## src/kvt_pkg.sv

```systemverilog
// shared types, codes and defaults for the key/value table
`default_nettype none

package kvt_pkg;

    localparam int DEPTH_DEF      = 32;
    localparam int KEY_BITS_DEF   = 32;
    localparam int VALUE_BITS_DEF = 32;

    localparam int ACTION_W = 3;
    localparam int KEY_W    = 32;
    localparam int VALUE_W  = 32;
    localparam int STATUS_W = 2;
    localparam int CNT_W    = 6;

    typedef enum logic [ACTION_W-1:0] {
        ACT_INSERT = 3'd0,
        ACT_ERASE  = 3'd1,
        ACT_LOOKUP = 3'd2,
        ACT_COUNT  = 3'd3,
        ACT_CLEAR  = 3'd4
    } t_action;

    typedef enum logic [STATUS_W-1:0] {
        STAT_OK      = 2'd0,
        STAT_FULL    = 2'd1,
        STAT_DUP     = 2'd2,
        STAT_MISSING = 2'd3
    } t_status;

    typedef enum logic [2:0] {
        S_IDLE,
        S_DISPATCH,
        S_SCAN,
        S_RD_LAST,
        S_WR_MOVE,
        S_WR_INS,
        S_RESULT
    } t_state;

    typedef struct packed {
        logic [ACTION_W-1:0] action;
        logic [KEY_W-1:0]    key;
        logic [VALUE_W-1:0]  value;
    } t_in_item;

    typedef struct packed {
        logic [STATUS_W-1:0] status;
        logic                found;
        logic [VALUE_W-1:0]  value_out;
        logic [CNT_W-1:0]    match_count;
        logic [CNT_W-1:0]    item_count;
    } t_out_item;

    // controller to datapath
    typedef struct packed {
        logic    take;
        logic    scan_en;
        logic    rd_last;
        logic    wr_move;
        logic    wr_ins;
        logic    clear_tbl;
        logic    load_out;
        t_status status;
    } t_cmd;

    // datapath to controller
    typedef struct packed {
        logic [ACTION_W-1:0] action;
        logic                scan_done;
        logic                hit;
        logic                full;
        logic                out_free;
    } t_sts;

endpackage

`default_nettype wire

```

## src/kvt_dpath.sv

```systemverilog
// key/value stores, scan pipeline, entry count and result register
`default_nettype none

module kvt_dpath #(
    parameter int TABLE_DEPTH = kvt_pkg::DEPTH_DEF,
    parameter int KEY_BITS    = kvt_pkg::KEY_BITS_DEF,
    parameter int VALUE_BITS  = kvt_pkg::VALUE_BITS_DEF
) (
    input  wire                logic i_clk,
    input  wire                logic i_rst_n,
    input  kvt_pkg::t_in_item  i_in_item,
    input  wire                logic i_out_ready,
    input  kvt_pkg::t_cmd      i_cmd,
    output kvt_pkg::t_sts      o_sts,
    output logic               o_out_valid,
    output kvt_pkg::t_out_item o_out_item
);

    localparam int AW  = (TABLE_DEPTH > 1) ? $clog2(TABLE_DEPTH) : 1;
    localparam int CW  = $clog2(TABLE_DEPTH + 1);
    localparam int EW  = CW + kvt_pkg::CNT_W;
    localparam int KIN = (KEY_BITS < kvt_pkg::KEY_W) ? KEY_BITS : kvt_pkg::KEY_W;
    localparam int VIN = (VALUE_BITS < kvt_pkg::VALUE_W) ? VALUE_BITS : kvt_pkg::VALUE_W;

    logic [KEY_BITS-1:0]   r_key_mem [TABLE_DEPTH];
    logic [VALUE_BITS-1:0] r_val_mem [TABLE_DEPTH];

    kvt_pkg::t_in_item     r_item;
    logic [KEY_BITS-1:0]   r_key_rd;
    logic [VALUE_BITS-1:0] r_val_rd;
    logic [CW-1:0]         r_count, n_count;
    logic [CW-1:0]         r_idx;
    logic [AW-1:0]         r_cmp_idx;
    logic                  r_cmp_vld;
    logic                  r_hit;
    logic [AW-1:0]         r_slot;
    logic [VALUE_BITS-1:0] r_val;
    logic [CW-1:0]         r_match;
    logic                  r_out_vld;
    kvt_pkg::t_out_item    r_out;

    logic [KEY_BITS-1:0]   key_in;
    logic [VALUE_BITS-1:0] val_in;
    logic [CW-1:0]         last_idx;
    logic [AW-1:0]         rd_addr;
    logic [AW-1:0]         wr_addr;
    logic                  wr_en;
    logic [KEY_BITS-1:0]   wr_key;
    logic [VALUE_BITS-1:0] wr_val;
    logic                  key_eq;
    logic                  val_eq;
    logic                  more;
    logic                  is_key_op;
    logic [EW-1:0]         cnt_ext;
    logic [EW-1:0]         match_ext;
    kvt_pkg::t_out_item    n_out;

    assign key_in    = KEY_BITS'(r_item.key[KIN-1:0]);
    assign val_in    = VALUE_BITS'(r_item.value[VIN-1:0]);
    assign last_idx  = r_count - CW'(1);
    assign more      = (r_idx < r_count);
    assign key_eq    = r_cmp_vld && (r_key_rd == key_in);
    assign val_eq    = r_cmp_vld && (r_val_rd == val_in);
    assign is_key_op = (r_item.action == kvt_pkg::ACT_INSERT) ||
                       (r_item.action == kvt_pkg::ACT_ERASE)  ||
                       (r_item.action == kvt_pkg::ACT_LOOKUP);

    assign rd_addr = i_cmd.rd_last ? last_idx[AW-1:0] : r_idx[AW-1:0];
    assign wr_en   = i_cmd.wr_ins || i_cmd.wr_move;
    assign wr_addr = i_cmd.wr_ins ? r_count[AW-1:0] : r_slot;
    assign wr_key  = i_cmd.wr_ins ? key_in : r_key_rd;
    assign wr_val  = i_cmd.wr_ins ? val_in : r_val_rd;

    // single write port, single registered read port
    always_ff @(posedge i_clk) begin
        if (wr_en) begin
            r_key_mem[wr_addr] <= wr_key;
            r_val_mem[wr_addr] <= wr_val;
        end
        r_key_rd <= r_key_mem[rd_addr];
        r_val_rd <= r_val_mem[rd_addr];
    end

    always_comb begin
        n_count = r_count;
        priority if (i_cmd.clear_tbl) begin
            n_count = '0;
        end else if (i_cmd.wr_ins) begin
            n_count = r_count + CW'(1);
        end else if (i_cmd.wr_move) begin
            n_count = last_idx;
        end
    end

    always_ff @(posedge i_clk) begin
        if (!i_rst_n) begin
            r_count <= '0;
        end else begin
            r_count <= n_count;
        end
    end

    // scan: issue a read, compare in the next cycle
    always_ff @(posedge i_clk) begin
        if (i_cmd.take) begin
            r_item  <= i_in_item;
            r_idx   <= '0;
            r_hit   <= 1'b0;
            r_match <= '0;
        end else if (i_cmd.scan_en) begin
            if (more) begin
                r_idx <= r_idx + CW'(1);
            end
            if (key_eq && !r_hit) begin
                r_hit  <= 1'b1;
                r_slot <= r_cmp_idx;
                r_val  <= r_val_rd;
            end
            if (val_eq) begin
                r_match <= r_match + CW'(1);
            end
        end
        r_cmp_vld <= i_cmd.scan_en && more;
        r_cmp_idx <= r_idx[AW-1:0];
    end

    assign cnt_ext   = EW'(r_count);
    assign match_ext = EW'(r_match);

    always_comb begin
        n_out.status      = i_cmd.status;
        n_out.found       = r_hit && is_key_op;
        n_out.value_out   = (r_hit && (r_item.action == kvt_pkg::ACT_LOOKUP)) ?
                            kvt_pkg::VALUE_W'(r_val[VIN-1:0]) : '0;
        n_out.match_count = (r_item.action == kvt_pkg::ACT_COUNT) ?
                            match_ext[kvt_pkg::CNT_W-1:0] : '0;
        n_out.item_count  = cnt_ext[kvt_pkg::CNT_W-1:0];
    end

    always_ff @(posedge i_clk) begin
        if (!i_rst_n) begin
            r_out_vld <= 1'b0;
        end else if (i_cmd.load_out) begin
            r_out_vld <= 1'b1;
        end else if (i_out_ready) begin
            r_out_vld <= 1'b0;
        end
    end

    always_ff @(posedge i_clk) begin
        if (i_cmd.load_out) begin
            r_out <= n_out;
        end
    end

    assign o_sts.action    = r_item.action;
    assign o_sts.scan_done = (r_hit && is_key_op) || (!more && !r_cmp_vld);
    assign o_sts.hit       = r_hit;
    assign o_sts.full      = (r_count == CW'(TABLE_DEPTH));
    assign o_sts.out_free  = !r_out_vld || i_out_ready;

    assign o_out_valid = r_out_vld;
    assign o_out_item  = r_out;

endmodule

`default_nettype wire

```

## src/kvt_ctrl.sv

```systemverilog
// controller state machine for the key/value table
`default_nettype none

module kvt_ctrl (
    input  wire           logic i_clk,
    input  wire           logic i_rst_n,
    input  wire           logic i_in_valid,
    output logic          o_in_ready,
    input  kvt_pkg::t_sts i_sts,
    output kvt_pkg::t_cmd o_cmd
);

    kvt_pkg::t_state  r_state, n_state;
    kvt_pkg::t_status r_status, n_status;

    always_ff @(posedge i_clk) begin
        if (!i_rst_n) begin
            r_state  <= kvt_pkg::S_IDLE;
            r_status <= kvt_pkg::STAT_OK;
        end else begin
            r_state  <= n_state;
            r_status <= n_status;
        end
    end

    // next state
    always_comb begin
        n_state  = r_state;
        n_status = r_status;
        unique case (r_state)
            kvt_pkg::S_IDLE: begin
                if (i_in_valid) begin
                    n_state  = kvt_pkg::S_DISPATCH;
                    n_status = kvt_pkg::STAT_OK;
                end
            end
            kvt_pkg::S_DISPATCH: begin
                unique case (i_sts.action)
                    kvt_pkg::ACT_INSERT,
                    kvt_pkg::ACT_ERASE,
                    kvt_pkg::ACT_LOOKUP,
                    kvt_pkg::ACT_COUNT: n_state = kvt_pkg::S_SCAN;
                    default:            n_state = kvt_pkg::S_RESULT;
                endcase
            end
            kvt_pkg::S_SCAN: begin
                if (i_sts.scan_done) begin
                    n_state = kvt_pkg::S_RESULT;
                    unique case (i_sts.action)
                        kvt_pkg::ACT_INSERT: begin
                            // full wins over duplicate
                            priority if (i_sts.full) begin
                                n_status = kvt_pkg::STAT_FULL;
                            end else if (i_sts.hit) begin
                                n_status = kvt_pkg::STAT_DUP;
                            end else begin
                                n_state = kvt_pkg::S_WR_INS;
                            end
                        end
                        kvt_pkg::ACT_ERASE: begin
                            if (i_sts.hit) begin
                                n_state = kvt_pkg::S_RD_LAST;
                            end else begin
                                n_status = kvt_pkg::STAT_MISSING;
                            end
                        end
                        kvt_pkg::ACT_LOOKUP: begin
                            if (!i_sts.hit) begin
                                n_status = kvt_pkg::STAT_MISSING;
                            end
                        end
                        default: begin
                            n_status = kvt_pkg::STAT_OK;
                        end
                    endcase
                end
            end
            kvt_pkg::S_RD_LAST: n_state = kvt_pkg::S_WR_MOVE;
            kvt_pkg::S_WR_MOVE: n_state = kvt_pkg::S_RESULT;
            kvt_pkg::S_WR_INS:  n_state = kvt_pkg::S_RESULT;
            kvt_pkg::S_RESULT: begin
                if (i_sts.out_free) begin
                    n_state = kvt_pkg::S_IDLE;
                end
            end
            default: n_state = kvt_pkg::S_IDLE;
        endcase
    end

    // outputs
    always_comb begin
        o_in_ready      = (r_state == kvt_pkg::S_IDLE);
        o_cmd.take      = (r_state == kvt_pkg::S_IDLE) && i_in_valid;
        o_cmd.scan_en   = (r_state == kvt_pkg::S_SCAN);
        o_cmd.rd_last   = (r_state == kvt_pkg::S_RD_LAST);
        o_cmd.wr_move   = (r_state == kvt_pkg::S_WR_MOVE);
        o_cmd.wr_ins    = (r_state == kvt_pkg::S_WR_INS);
        o_cmd.clear_tbl = (r_state == kvt_pkg::S_DISPATCH) &&
                          (i_sts.action == kvt_pkg::ACT_CLEAR);
        o_cmd.load_out  = (r_state == kvt_pkg::S_RESULT) && i_sts.out_free;
        o_cmd.status    = r_status;
    end

endmodule

`default_nettype wire

```

## src/key_value_table.sv

```systemverilog
// one item at a time; the scan uses the single read port of the key/value stores, one entry
//   compared per cycle up to the live count; insert and erase add a write-back, clear and
//   unused actions skip the scan
// reset: synchronous active-low i_rst_n empties the table and drops any pending result;
//   store contents are not cleared, only entries below the live count are ever read
`default_nettype none

module key_value_table #(
    parameter int TABLE_DEPTH = kvt_pkg::DEPTH_DEF,
    parameter int KEY_BITS    = kvt_pkg::KEY_BITS_DEF,
    parameter int VALUE_BITS  = kvt_pkg::VALUE_BITS_DEF
) (
    input  wire                logic i_clk,
    input  wire                logic i_rst_n,
    // request item channel
    input  wire                logic i_in_valid,
    output logic               o_in_ready,
    input  kvt_pkg::t_in_item  i_in_item,
    // result item channel
    output logic               o_out_valid,
    input  wire                logic i_out_ready,
    output kvt_pkg::t_out_item o_out_item
);

    // command and status between controller and datapath
    kvt_pkg::t_cmd cmd;
    kvt_pkg::t_sts sts;

    // sequencing: dispatch, scan, optional write-back, result hand-off
    kvt_ctrl u_ctrl (
        .i_clk      (i_clk),
        .i_rst_n    (i_rst_n),
        .i_in_valid (i_in_valid),
        .o_in_ready (o_in_ready),
        .i_sts      (sts),
        .o_cmd      (cmd)
    );

    // stores, compare pipeline, live count and result register
    kvt_dpath #(
        .TABLE_DEPTH (TABLE_DEPTH),
        .KEY_BITS    (KEY_BITS),
        .VALUE_BITS  (VALUE_BITS)
    ) u_dpath (
        .i_clk       (i_clk),
        .i_rst_n     (i_rst_n),
        .i_in_item   (i_in_item),
        .i_out_ready (i_out_ready),
        .i_cmd       (cmd),
        .o_sts       (sts),
        .o_out_valid (o_out_valid),
        .o_out_item  (o_out_item)
    );

`ifndef SYNTHESIS
    // no store write while waiting for a new item
    a_no_write_idle: assert property (@(posedge i_clk) disable iff (!i_rst_n)
        o_in_ready |-> !(cmd.wr_ins || cmd.wr_move))
        else $error("store written while idle");

    // an append never happens on a full table
    a_no_ins_full: assert property (@(posedge i_clk) disable iff (!i_rst_n)
        cmd.wr_ins |-> !sts.full)
        else $error("append on full table");

    // a pending result is never overwritten
    a_no_overwrite: assert property (@(posedge i_clk) disable iff (!i_rst_n)
        cmd.load_out |-> (!o_out_valid || i_out_ready))
        else $error("result overwritten");

    // one item in flight at a time
    a_one_item: assert property (@(posedge i_clk) disable iff (!i_rst_n)
        (i_in_valid && o_in_ready) |=> !o_in_ready)
        else $error("second item taken while busy");
`endif

endmodule

`default_nettype wire

```

## config.mk

```make
export PLATFORM = sky130hd
export DESIGN_NAME = key_value_table
export DESIGN_NICKNAME = d
export VERILOG_FILES = /design/src/kvt_pkg.sv /design/src/kvt_dpath.sv /design/src/kvt_ctrl.sv /design/src/key_value_table.sv
export SDC_FILE = /design/constraint.sdc
export NUM_CORES = 2
export LEC_CHECK = 0
export ABC_AREA = 1
export BUFFER_PORTS_ARGS = -buffer_cell sky130_fd_sc_hd__buf_2
export CAP_MARGIN = 30
export CORE_MARGIN = 4
export CORE_UTILIZATION = 50
export DETAILED_ROUTE_END_ITERATION = 10
export PLACE_DENSITY = 0.66
export SYNTH_ARGS = -nofsm -noshare
export SYNTH_HDL_FRONTEND = slang
export SYNTH_HIERARCHICAL = 1
export SYNTH_SLANG_ARGS = --single-unit
export TNS_END_PERCENT = 50
```

## constraint.sdc

```tcl
create_clock -name i_clk -period 19.1 [get_ports i_clk]
set_input_delay 1.91 -clock i_clk [delete_from_list [all_inputs] [get_ports i_clk]]
set_output_delay 1.91 -clock i_clk [all_outputs]
set_load 0.01 [all_outputs]
```

Yosys cells after proc, flatten, opt, wreduce, memory -nomap -nowiden

Memory sizes are Yosys's and may differ from the RTL's. A register that Yosys moved wholly into a read port is not among the register bits.
Index checks and enable logic that the tools add are counted.

Bits in registers: 182
Bits in latches: 0
RAM bits: 2048
Memory bits (read-only): 0
Bits of input ports: 71
Memories kept: 2

Memory list:

| name              | words | width | read ports | clocked after memory_dff | write ports | RTL line        | source |
|---|---|---|---|---|---|---|---|
| u_dpath.r_key_mem | 32    | 32    | 1          | 1                        | 1           | kvt_dpath.sv:25 | `logic [KEY_BITS-1:0] r_key_mem [TABLE_DEPTH];` |
| u_dpath.r_val_mem | 32    | 32    | 1          | 1                        | 1           | kvt_dpath.sv:26 | `logic [VALUE_BITS-1:0] r_val_mem [TABLE_DEPTH];` |

$add $sub $neg: 4
Multiply operators: 0
Div/mod/pow operators: 0
$lt $le $gt $ge: 1
Equality and inequality tests: 18
Shift-type cells: 0
Mux-type cells: 26
Bitwise logic cells: 2
Reductions and logical operators: 34

Operators with widths:

| kind                | number |
|---|---|
| $eq 32x32->1        | 2 |
| $mux 32             | 2 |
| $add 6x1->6 const B | 3 |
| $mux 3              | 6 |
| $pmux 3 s6          | 1 |
| $eq 3x2->1 const B  | 4 |
| $eq 3x3->1 const B  | 4 |
| $mux 2              | 6 |
| $mux 6              | 2 |
| $logic_and 1x1->1   | 10 |
| $mux 5              | 2 |
| $pmux 2 s2          | 2 |
| $eq 3x1->1 const B  | 2 |
| $eq 6x6->1 const B  | 1 |
| $logic_not 3->1     | 2 |
| $lt 6x6->1          | 1 |
| $pmux 3 s2          | 1 |
| $reduce_and 2->1    | 3 |
| $reduce_and 3->1    | 2 |
| $reduce_bool 2->1   | 3 |
| $reduce_or 2->1     | 3 |
| $sub 6x1->6 const B | 1 |
| $logic_or 1x1->1    | 5 |
| $reduce_and 5->1    | 1 |
| 8 further kinds     | 16 |

Depth between registers and ports, before layout

Depth in word-level cells: 7
Gate-level depth with buffers: 16
Mapped depth without buffers: 14

Hierarchy

The synthesis kept the hierarchy.

Modules (own cells, without submodules):

| module    | instances | cells each | area an instance (sq um) | sequential area each (sq um) |
|---|---|---|---|---|
| kvt_dpath | 1         | 7526       | 91951.9                  | 67835.1 |
| kvt_ctrl  | 1         | 75         | 415.4                    | 100.1 |

Worst setup path after synthesis

OpenSTA, ideal clock, no wires.

Path type: input-to-reg
Start point: input i_in_valid
End point: register u_dpath.r_idx[0]
Arrival time: 8.598 ns
Setup slack: 10.371 ns
Stages on the path: 5
Buffers on the path: 0
Cell sequence: inv_1 nor3_1 clkinv_1 o21ai_0 a21oi_1

RTL lines:

| item                 | RTL line              | source |
|---|---|---|
| from (decl)          | key_value_table.sv:16 | `input wire logic i_in_valid,` |
| to (signal assigned) | kvt_dpath.sv:112      | `r_idx <= r_idx + CW'(1);` |
| to (decl)            | kvt_dpath.sv:32       | `logic [CW-1:0] r_idx;` |

==> reports/qor.yml <==
critPathTopFamily: "buffers and inverters"
area_delta_synth_final_pct: 10.7
cellLeakagePower_nw: 36.4
min_to: "u_dpath/r_slot[1]"
ir_drop_v: 0.000160
grt_pass1_vias: 56641
cts_resized: 0
postSynthAreaPerCell_um2: 12.2
clk_path_buf_depth: 3
clock-skew-final_ns: 0.0343
synth_largest_area_cell: "edfxtp_1"
grt_pass1_wl_mm: 379
hp-class: "flip-flop to flip-flop"
core_mm2: 0.183
path_common_cell: "nand2_1"
end_kind: "flip-flop"
layout_commonest_cell: "nand2_1"
ys_seq_elements: 2294
insertion_delay_ns: 0.86
routed_wl_mm: 260
io_pins: 120
rsz0062_at_grt: "false"
yosys-top-cells-area: "edfxtp_1 71%, nand3_1 9.4%, nand2_1 9.1%, dfxtp_1 2.1%, buf_6 1.7%"
holdBufCountCts: 0
status: "finished, final reports clean"
timing.final.crit_share: 0.295
layout_common_cells: "2,243 x nand2_1, 2,199 x edfxtp_1, 1,741 x nand3_1, 236 x nor2_1, 225 x clkbuf_16"
drc: 0
max_stage_delay_ns: 0.89
syn_inst: 7601
grtUsageTotal: 0.266
setup_viol: 0
pwr-share-clk: 0.281
chipWidth_um: 438
cts-root-buf: "clkbuf_16"
drtPass1Iterations: 6
maxCapViolations: 0
synth_top_area_frac: 0.715
cp.required_ns: 19.89
ys_seq_area_frac: 0.735
drv_slew: 0
criticalPathCategory: "flip-flop to flip-flop"
start_util: 0.503
clock_sinks: 2294
p_sw_w: 0.00526
cts_setup_buffers: 0
r2r_cells: 14
cts.reportedPaths.clkPinSlew_ns: 0.06
synth_nets: 7681
grt_max_degree: 209
power_density_mw_per_mm2: 150
htree_num_levels: 4
die_h_um: 438
viasPerCell: 5.90
hpwl_mm: 127
ys.warnings.count: 6
grt_antenna_before_repair: 1
row_count: 157
synth_cell_type_count: 39
pwr-share-seq: 0.437
worstPathMaxFanout: 76
worst_pin_slew_ns: 1.46
ff2ff_setup_slack_ns: 13.46
start_kind: "flip-flop"
synth_area_mm2: 0.0924
drtAntennaViolNets: 0
num_vias: 60910
critPathArrivalTime_ns: 6.44
relSlewSlack: 0.0242
routabilityCongestion: 0.855
combinationalPowerShare: 0.282
cts_tree: "done"
hold_path_depth: 0
min-delay-start: "u_dpath/r_cmp_idx[1]"
max_freq_mhz: 177
cp_slowest_cell: "buf_4"
swShare: 0.342
layout-drive-gt1-share: 0.0897
finalHoldViolations: 0
p_int_w: 0.0101
final_util: 0.557
dieArea_mm2: 0.192
r2r_end: "u_dpath/r_val_rd[22]"
drtIter0Drc: 8879
grt_remaining_overflow: 0
fin_tns_setup_ns: 0
numCtsBuffers: 222
crit_chain: "nand2_1 -> nor2_1 -> o21ai_4 -> inv_8 -> buf_16 -> buf_4 -> buf_4 -> buf_4 -> o21ai_0 -> o211ai_1 -> nand3_1 -> nand2_1 -> nand2_1 -> nand2_1"
nets: 7741
r2r-start: "u_ctrl/r_state[1]"
port_buffers: 119
wl_per_cell_um: 25.2
min_period_ns: 5.64
worst-path-buf-inv: 5
-- cell type report --
type / instances / area (µm²)
fillers: 14834 / 81200
clock inverters: 111 / 973
flip-flops and latches: 2294 / 67900
diodes: 3 / 7.51
well taps: 2464 / 3080
multi-input cells: 4629 / 20900
clock buffers: 304 / 6200
repair buffers: 295 / 2320
inverters: 219 / 845
-- worst max-delay path by stage --
| stage | startpoint | cells past startpoint | to |
|---|---|---|---|
| 2_1_floorplan | i_in_valid | 5 | u_dpath/r_idx[0] |
| 3_3_place_gp | u_ctrl/r_state[1] | 15 | u_dpath/r_val_rd[6] |
| 3_5_place_dp | u_ctrl/r_state[1] | 15 | u_dpath/r_val_rd[6] |
| 4_1_cts | u_ctrl/r_state[1] | 15 | u_dpath/r_val_rd[6] |
| 5_1_grt | u_ctrl/r_state[1] | 14 | u_dpath/r_val_rd[22] |
| 6_report | u_ctrl/r_state[1] | 14 | u_dpath/r_val_rd[22] |
-- power by group through the flow --
| stage | sequential [W] | clock, W | combinational, W |
|---|---|---|---|
| 2_1_floorplan | 0.00675 | 0 | 0.00318 |
| 3_3_place_gp | 0.00682 | 0 | 0.00404 |
| 3_5_place_dp | 0.00681 | 0 | 0.00420 |
| 4_1_cts | 0.00671 | 0.00436 | 0.00422 |
| 5_1_grt | 0.00672 | 0.00458 | 0.00475 |
| 6_report | 0.00671 | 0.00432 | 0.00433 |
-- sequential cells by signal, summed over array words and instances, names as in the netlist --
signal and cells:
u_dpath/r_cmp_vld 1, u_dpath/r_val 32, u_dpath/r_key_mem 1024, u_dpath/o_out_valid 1, u_dpath/r_hit 1, u_dpath/key_in 32, u_dpath/r_count 6, u_dpath/o_sts 3
u_dpath/r_idx 6, u_ctrl/r_status 2, u_ctrl/r_state 3, u_dpath/r_val_rd 32, u_dpath/r_match 6, u_dpath/r_cmp_idx 5, u_dpath/o_out_item 47, u_dpath/r_key_rd 32
u_dpath/r_slot 5, u_dpath/val_in 32, u_dpath/r_val_mem 1024
-- cells by family after synthesis --
| logic type | count (synthesis) | share of synthesized area |
|---|---|---|
| simple gates | 4291 | 0.199 |
| compound gates | 304 | 0.0193 |
| buf+inv | 678 | 0.0427 |
| xor+xnor | 25 | 0.00237 |
| fa+ha+maj | 9 | 0.00122 |
| flops | 2294 | 0.735 |
-- cell usage after synthesis --
master	number
nand3b_1	1
a211oi_1	3
buf_2	223
nand2_1	2245
a31oi_1	2
edfxtp_1	2199
ha_1	9
xor2_1	15
inv_1	213
nor2_1	271
nor3b_1	2
inv_2	5
o21ai_0	165
nor4_1	2
nand3_1	1741
a21oi_2	1
buf_8	1
xnor2_1	10
clkinv_1	1
or2_2	1
nand4_1	16
o21ai_2	2
nor2_4	1
a221oi_1	2
o21ai_1	4
buf_6	140
a21oi_1	32
o211ai_1	84
nor3_1	8
a22o_1	3
clkbuf_1	49
buf_1	29
a21boi_0	2
nor2_2	2
o22ai_1	4
clkbuf_2	1
dfxtp_1	95
buf_4	16
or3b_2	1
-- per-stage QoR --
| stage | setup slack, ns | power [W] | std cells | instance area, µm² | hold WS [ns] |
|---|---|---|---|---|---|
| floorplan | 10.37 | 0.00993 | 7601 | 92400 | 0.386 |
| global placement | 13.51 | 0.0109 | 9868 | 94500 | 0.389 |
| detailed placement | 13.47 | 0.0110 | 9892 | 94900 | 0.394 |
| CTS | 13.41 | 0.0153 | 10307 | 102000 | 0.406 |
| global route | 13.16 | 0.0160 | 10316 | 102000 | 0.415 |
| finish | 13.46 | 0.0154 | 10319 | 102000 | 0.415 |
-- metal layers --
metal	global-route usage	wire length, µm	vias up	part of all wire
met5	0	0	-	0
met4	0.0930	8950	0	0.034
met2	0.423	122000	3421	0.47
met1	0.373	103000	30002	0.40
met3	0.0449	25900	508	0.099
li1	-	-	26979	-
Note: power is estimated with default switching activity, not from simulation.
